## src/design/nlt_pkg.sv

```systemverilog
// ----------------------------------------------------------------------------
// Neighbor liveness table package
// Sizes, entry layout and result codes shared by the table modules.
// ----------------------------------------------------------------------------
package nlt_pkg;

  localparam int NEIGHBORS = 16;
  localparam int IDX_W     = (NEIGHBORS > 1) ? $clog2(NEIGHBORS) : 1;
  localparam int CNT_W     = $clog2(NEIGHBORS + 1);

  localparam logic [7:0] TIMEOUT_RESET = 8'd10;

  // input op codes
  localparam logic OP_HELLO = 1'b0;
  localparam logic OP_TICK  = 1'b1;

  // result kinds
  localparam logic [1:0] KIND_HELLO = 2'd0;
  localparam logic [1:0] KIND_DOWN  = 2'd1;
  localparam logic [1:0] KIND_DONE  = 2'd2;

  // hello outcomes
  localparam logic [1:0] ST_INSERTED  = 2'd0;
  localparam logic [1:0] ST_REFRESHED = 2'd1;
  localparam logic [1:0] ST_STALE     = 2'd2;
  localparam logic [1:0] ST_FULL      = 2'd3;
  localparam logic [1:0] ST_NONE      = 2'd0;

  typedef struct packed {
    logic [31:0] addr;
    logic [15:0] seq;
    logic [7:0]  age;
  } entry_t;

endpackage

```

## src/design/neighbor_liveness_table.sv

```systemverilog
// Order: a hello result loads once the scan meets a matching entry, or from the
// insert state after the scan finds none; a tick sweeps the table, loading down
// items as it goes, then its done result. One item at a time; the sequencer
// reads one slot per cycle through a single read port unless a result stalls;
// in_ready returns the cycle after the last result.
// Reset (rst_n low, synchronous): table empty, timeout 10, no result pending.
// ----------------------------------------------------------------------------
// Neighbor liveness table
// Hello lookup/insert/refresh and tick aging sweep with swap-with-last removal.
// ----------------------------------------------------------------------------
module neighbor_liveness_table (
  input  logic        clk,
  input  logic        rst_n,
  // config
  input  logic        cfg_valid,
  output logic        cfg_ready,
  input  logic [7:0]  cfg_timeout_ticks,
  // input items
  input  logic        in_valid,
  output logic        in_ready,
  input  logic        in_op,
  input  logic [31:0] in_neighbor_addr,
  input  logic [15:0] in_hello_seq,
  // result items
  output logic        out_valid,
  input  logic        out_ready,
  output logic [1:0]  out_kind,
  output logic [1:0]  out_status,
  output logic [31:0] out_result_addr,
  output logic        out_last_of_run
);

  localparam int IDX_W = nlt_pkg::IDX_W;
  localparam int CNT_W = nlt_pkg::CNT_W;

  typedef enum logic [4:0] {
    S_IDLE  = 5'b00001,
    S_HCMP  = 5'b00010,
    S_HINS  = 5'b00100,
    S_TCHK  = 5'b01000,
    S_TDONE = 5'b10000
  } state_t;

  state_t             state_r, state_nxt;
  logic [IDX_W-1:0]   idx_r, idx_nxt;
  logic [CNT_W-1:0]   cnt_r, cnt_nxt;
  logic [7:0]         timeout_r;
  logic [31:0]        lat_addr_r;
  logic [15:0]        lat_seq_r;

  logic               out_valid_r, out_valid_nxt;
  logic [1:0]         out_kind_r, out_status_r;
  logic [31:0]        out_addr_r;
  logic               out_last_r;

  logic               out_load;
  logic [1:0]         load_kind, load_status;
  logic [31:0]        load_addr;
  logic               load_last;

  logic               wr_en, rd_en;
  logic [IDX_W-1:0]   wr_idx, rd_idx;
  nlt_pkg::entry_t    wr_entry, rd_entry;

  logic               out_free;
  logic [7:0]         age_inc;
  logic [CNT_W-1:0]   idx_inc;
  logic               is_last;

  nlt_table u_table (
    .clk      (clk),
    .wr_en    (wr_en),
    .wr_idx   (wr_idx),
    .wr_entry (wr_entry),
    .rd_en    (rd_en),
    .rd_idx   (rd_idx),
    .rd_entry (rd_entry)
  );

  assign cfg_ready = 1'b1;
  assign in_ready  = (state_r == S_IDLE);

  assign out_free = !out_valid_r || out_ready;
  assign age_inc  = (rd_entry.age == 8'hFF) ? 8'hFF : rd_entry.age + 8'd1;
  assign idx_inc  = CNT_W'(idx_r) + CNT_W'(1);
  assign is_last  = (idx_inc == cnt_r);

  always_comb begin
    state_nxt   = state_r;
    idx_nxt     = idx_r;
    cnt_nxt     = cnt_r;
    rd_en       = 1'b0;
    rd_idx      = idx_r;
    wr_en       = 1'b0;
    wr_idx      = idx_r;
    wr_entry    = '{addr: lat_addr_r, seq: lat_seq_r, age: 8'd0};
    out_load    = 1'b0;
    load_kind   = nlt_pkg::KIND_HELLO;
    load_status = nlt_pkg::ST_NONE;
    load_addr   = lat_addr_r;
    load_last   = 1'b1;

    case (state_r)
      S_IDLE: begin
        if (in_valid) begin
          idx_nxt = '0;
          rd_idx  = '0;
          if (in_op == nlt_pkg::OP_HELLO) begin
            if (cnt_r == '0) begin
              state_nxt = S_HINS;
            end else begin
              rd_en     = 1'b1;
              state_nxt = S_HCMP;
            end
          end else begin
            if (cnt_r == '0) begin
              state_nxt = S_TDONE;
            end else begin
              rd_en     = 1'b1;
              state_nxt = S_TCHK;
            end
          end
        end
      end

      S_HCMP: begin
        if (rd_entry.addr == lat_addr_r) begin
          if (out_free) begin
            out_load = 1'b1;
            if (lat_seq_r > rd_entry.seq) begin
              load_status = nlt_pkg::ST_REFRESHED;
              wr_en       = 1'b1;
            end else begin
              load_status = nlt_pkg::ST_STALE;
            end
            state_nxt = S_IDLE;
          end
        end else if (is_last) begin
          state_nxt = S_HINS;
        end else begin
          // advance and prefetch the next slot
          idx_nxt = IDX_W'(idx_inc);
          rd_idx  = IDX_W'(idx_inc);
          rd_en   = 1'b1;
        end
      end

      S_HINS: begin
        if (out_free) begin
          out_load = 1'b1;
          if (cnt_r == CNT_W'(nlt_pkg::NEIGHBORS)) begin
            load_status = nlt_pkg::ST_FULL;
          end else begin
            load_status = nlt_pkg::ST_INSERTED;
            wr_en       = 1'b1;
            wr_idx      = IDX_W'(cnt_r);
            cnt_nxt     = cnt_r + CNT_W'(1);
          end
          state_nxt = S_IDLE;
        end
      end

      S_TCHK: begin
        // every entry seen here at the current slot is still unaged
        if (age_inc > timeout_r) begin
          if (out_free) begin
            out_load    = 1'b1;
            load_kind   = nlt_pkg::KIND_DOWN;
            load_addr   = rd_entry.addr;
            load_last   = 1'b0;
            cnt_nxt     = cnt_r - CNT_W'(1);
            if (is_last) begin
              state_nxt = S_TDONE;
            end else begin
              // pull the last entry into this slot and check it next
              rd_en  = 1'b1;
              rd_idx = IDX_W'(cnt_r - CNT_W'(1));
              wr_en  = 1'b0;
            end
          end
        end else begin
          wr_en    = 1'b1;
          wr_entry = '{addr: rd_entry.addr, seq: rd_entry.seq, age: age_inc};
          if (is_last) begin
            state_nxt = S_TDONE;
          end else begin
            idx_nxt = IDX_W'(idx_inc);
            rd_idx  = IDX_W'(idx_inc);
            rd_en   = 1'b1;
          end
        end
      end

      S_TDONE: begin
        if (out_free) begin
          out_load  = 1'b1;
          load_kind = nlt_pkg::KIND_DONE;
          load_addr = 32'd0;
          state_nxt = S_IDLE;
        end
      end

      default: begin
        state_nxt = S_IDLE;
      end
    endcase
  end

  always_comb begin
    out_valid_nxt = out_valid_r;
    if (out_load) begin
      out_valid_nxt = 1'b1;
    end else if (out_ready) begin
      out_valid_nxt = 1'b0;
    end
  end

  always_ff @(posedge clk) begin
    if (!rst_n) begin
      state_r     <= S_IDLE;
      idx_r       <= '0;
      cnt_r       <= '0;
      timeout_r   <= nlt_pkg::TIMEOUT_RESET;
      out_valid_r <= 1'b0;
    end else begin
      state_r     <= state_nxt;
      idx_r       <= idx_nxt;
      cnt_r       <= cnt_nxt;
      out_valid_r <= out_valid_nxt;
      if (cfg_valid && cfg_ready) begin
        timeout_r <= cfg_timeout_ticks;
      end
    end
  end

  always_ff @(posedge clk) begin
    if (in_valid && in_ready) begin
      lat_addr_r <= in_neighbor_addr;
      lat_seq_r  <= in_hello_seq;
    end
    if (out_load) begin
      out_kind_r   <= load_kind;
      out_status_r <= load_status;
      out_addr_r   <= load_addr;
      out_last_r   <= load_last;
    end
  end

  assign out_valid       = out_valid_r;
  assign out_kind        = out_kind_r;
  assign out_status      = out_status_r;
  assign out_result_addr = out_addr_r;
  assign out_last_of_run = out_last_r;

endmodule

```

## src/design/nlt_table.sv

```systemverilog
// ----------------------------------------------------------------------------
// Neighbor table storage
// One write port and one read port with registered read data; holds address,
// last sequence number and age for every slot.
// ----------------------------------------------------------------------------
module nlt_table (
  input  logic                      clk,
  input  logic                      wr_en,
  input  logic [nlt_pkg::IDX_W-1:0] wr_idx,
  input  nlt_pkg::entry_t           wr_entry,
  input  logic                      rd_en,
  input  logic [nlt_pkg::IDX_W-1:0] rd_idx,
  output nlt_pkg::entry_t           rd_entry
);

  nlt_pkg::entry_t mem [nlt_pkg::NEIGHBORS];
  nlt_pkg::entry_t rd_entry_r;

  always_ff @(posedge clk) begin
    if (wr_en) begin
      mem[wr_idx] <= wr_entry;
    end
  end

  always_ff @(posedge clk) begin
    if (rd_en) begin
      rd_entry_r <= mem[rd_idx];
    end
  end

  assign rd_entry = rd_entry_r;

endmodule

```

## config.mk

```make
export PLATFORM = sky130hd
export DESIGN_NAME = neighbor_liveness_table
export DESIGN_NICKNAME = d
export VERILOG_FILES = /design/src/design/nlt_pkg.sv /design/src/design/neighbor_liveness_table.sv /design/src/design/nlt_table.sv
export SDC_FILE = /design/constraint.sdc
export NUM_CORES = 1
export LEC_CHECK = 0
export BUFFER_PORTS_ARGS = -buffer_cell sky130_fd_sc_hd__buf_2
export CORE_MARGIN = 1
export CORE_UTILIZATION = 50
export CTS_BUF_LIST = sky130_fd_sc_hd__clkbuf_8
export DETAILED_ROUTE_END_ITERATION = 10
export HOLD_SLACK_MARGIN = 0.02
export PLACE_DENSITY_LB_ADDON = 0.3
export SLEW_MARGIN = 25
export SYNTH_ARGS = -nofsm -noshare
export SYNTH_HDL_FRONTEND = slang
export SYNTH_HIERARCHICAL = 1
export SYNTH_SLANG_ARGS = --single-unit
```

## constraint.sdc

```tcl
create_clock -name clk -period 11.9 [get_ports clk]
set_input_delay 2.38 -clock clk [delete_from_list [all_inputs] [get_ports clk]]
set_output_delay 2.38 -clock clk [all_outputs]
set_load 0.02 [all_outputs]
```

==> key figures <==
Status
  • Status: complete, no violations

CTS
  • Post-CTS resize count: 0
  • Setup repair bufs after CTS: 0
  • Worst-Skew Late Latency: 0.83 ns
  • CTS Hold Bufs: 0
  • Worst-path clk slew: 0.06 ns
  • Clock tree sinks: 1060
  • Clk root buf: clkbuf_8
  • CTS buffer count: 167
  • Clock buffer depth: 3
  • H-tree depth: 4
  • CTS tree: yes

Timing
  • Fmax: 0.163 GHz
  • RSZ-0062 raised after global routing: false
  • Actual slew at the worst max-slew pin: 1.13 ns
  • Setup ws final: 5.75 ns
  • Slew margin rel.: 24.6%
  • Skew final: 0.0538 ns
  • Worst hold slack: 0.510 ns
  • Final setup fails: 0
  • Max-slew violation count: 0
  • Tmin final: 6.15 ns
  • Hold Vio Cnt, Final: 0
  • Period utilization: 51.7%
  • Setup TNS: 0 ns

Routing
  • Wire per inst: 27.1 um
  • Post-route ant nets: 0
  • DRC violations left: 0
  • Total Wirelength: 97.1 mm
  • DRT Pass-1 Iters: 5
  • Starting DRT DRC Count: 2374
  • Vias per cell: 6.10
  • Vias after detailed routing: 21900

Synthesis
  • EDFF count, synth: 1037
  • Mapped Cells: 2162
  • Mapped Area: 41800 um^2
  • Cell variety after synth: 63
  • Area share of the largest cell type after synthesis: 74.5%
  • Ranking of synthesized cells by area: edfxtp_1 75%, mux4_2 12%, a22oi_1 2.0%, nand2_1 1.2%, o21ai_0 1.2%
  • Post-synth ARST share: 0%
  • Seq/Total Area, Yosys: 75.6%
  • Warnings from Yosys: 6
  • Mapped Avg Cell Area: 19.3 um^2
  • Yosys reg bits: 1060
  • Primary FF master, synth: edfxtp_1
  • Syn_nets: 2252
  • Post-synth top area cell: edfxtp_1

Power
  • Leak pwr: 15.3 nW
  • Max VDD drop: 0.102 mV
  • Tot Pwr: 7.79 mW
  • Power Density: 166 nW/um^2

Critical path
  • Max incr delay on CP: 0.75 ns
  • Worst path slowest cell: buf_6
  • Worst setup SP type: flop
  • Crit Path Max Fanout: 151
  • Data arrival, critical path: 6.69 ns
  • Kind of end point of the critical path: flop
  • Crit. Startpoint: u_table/rd_entry[4]
  • Req. time, crit path: 12.44 ns
  • Critical-path cell list: and3_1 -> nand3_1 -> inv_1 -> nand3_1 -> and2_1 -> ha_1 -> nand4_1 -> nor2b_1 -> a21boi_1 -> o21ai_1 -> o21ai_1 -> a21oi_1 -> o211ai_1 -> buf_12 -> buf_6 -> mux4_2 -> a22oi_1 -> nand2_1
  • Crit-path leading delay family: compound AO/OA/AOI/OAI gates
  • Worst reg2reg path startpoint: u_table/rd_entry[4]
  • Worst path bufs/invs: 3
  • Critical path class: flop to flop

Cells and area
  • Proportion of layout cells with a drive suffix above 1: 25.7%
  • Commonest cells after routing, fill and taps aside: 1037 x edfxtp_1, 224 x mux4_2, 171 x clkbuf_8
  • Nets@finish: 2476
  • P&R area growth vs syn: 12.1%
  • Commonest non-fill, non-tap cell in the layout: edfxtp_1

Die
  • Horiz. Die Dim: 291 um
  • IO Pins: 102
  • Area of the core: 82400 um^2
  • Die Y: 291 um
  • Die area: 84700 um^2
  • Core Rows: 105
  • Effective utilization at floorplan: 50.7%

Worst hold path
  • Hold Path Class: flop to flop
  • Min-Delay Startpoint: timeout_r[2]

Global route
  • GRT Total Usage: 23.3%
  • Largest net degree at the start of global routing: 152
  • GRT met1 Usage: 33.5%
  • Most Crowded Layer GR: met2
  • Global routing usage on met2: 36.7%
  • Overflow after GRT: 0
  • Vias in the first global route: 22200
  • Global Route met3 Usage: 4.39%
  • Initial antenna violation count: 2
  • First-pass GRT wire length: 144 mm

Place
  • PortBufs: 100
  • Post-place setup slack: 5.28 ns
  • Dpl hpwl: 49.1 mm
  • GP Congestion: 0.807

Run
  • Number of max-cap violations: 0
worst min-delay path: cells and delay by family, from the launching register on:
family        cells  cell delay, ns
flops             1            0.33
mux               1            0.07
simple gates      1            0.08
report_power, final:
group          leakage (nW)  total (mW)  internal (mW)  switching [mW]
sequential             9.64        4.41           4.34          0.0631
clock                  1.74        2.79           1.38            1.40
combinational          3.91       0.603          0.180           0.423
total                  15.3        7.79           5.91            1.89
synthesized netlist by cell type, types with 8 or more instances:
| cell type | number |
|---|---|
| nor2_1 | 46 |
| clkbuf_1 | 79 |
| nor2b_1 | 9 |
| xnor2_1 | 45 |
| ha_1 | 28 |
| mux4_2 | 224 |
| a22oi_1 | 114 |
| inv_1 | 67 |
| and2_1 | 8 |
| nand3_1 | 45 |
| o21ai_0 | 97 |
| a21oi_1 | 22 |
| o211ai_1 | 13 |
| edfxtp_1 | 1037 |
| dfxtp_1 | 23 |
| nor3_1 | 13 |
| mux2i_1 | 8 |
| buf_6 | 17 |
| nand2b_1 | 9 |
| buf_2 | 14 |
| nand4_1 | 17 |
| nand2_1 | 139 |
stage by stage:
step	instance area, um^2	util (%)	std cells
detailed placement	43700	53.1	3285
global route	46800	56.8	3590
floorplan	41800	-	2162
finish	46800	56.8	3590
CTS	46700	56.7	3587
global placement	43700	53.1	3285
metal layers:
| layer | wire length (um) | vias up |
|---|---|---|
| met2 | 46600 | 1136 |
| met1 | 40200 | 11300 |
| met3 | 8680 | 135 |
| met4 | 1680 | 0 |
| met5 | 0 | - |
| li1 | - | 9279 |
sequential cells by signal, indices dropped and copies added, names as in the netlist:
signal,flops
out_status,2
lat_seq_r,16
idx_r,4
timeout_r,8
state_r,5
out_kind,2
cnt_r,5
lat_addr_r,32
u_table/rd_entry,56
out_valid,1
out_last_of_run,1
out_result_addr,32
u_table/mem,896
worst paths after layout:
| path | endpoint | slack [ns] | cells past startpoint |
|---|---|---|---|
| hold reg to reg | timeout_r[2] | 0.51 | 2 |
| hold / removal | timeout_r[2] | 0.51 | 2 |
| setup / recovery | u_table/rd_entry[3] | 5.75 | 18 |
| setup reg to reg | u_table/rd_entry[3] | 5.75 | 18 |
cell type report:
type,instances,area (um^2)
timing repair buffer,172,1110
sequential,1060,31600
multi-input combinational,918,9520
antenna,1,2.50
fill,6018,35600
tap,1070,1340
inverter,67,251
clock inverter,131,648
clock buffer,171,2350
cells by family after synthesis:
group | count (synthesis) | share of synthesized area, %
flip-flops | 1060 | 75.6
buffers and inverters | 184 | 2.05
other | 1 | 0.00898
adder cells (fa/ha/maj) | 28 | 0.839
XOR/XNOR | 50 | 1.05
AO/OA/AOI/OAI | 292 | 4.63
multiplexers | 232 | 12.3
AND/OR/NAND/NOR | 315 | 3.52
(Power assumes the default switching activity.)
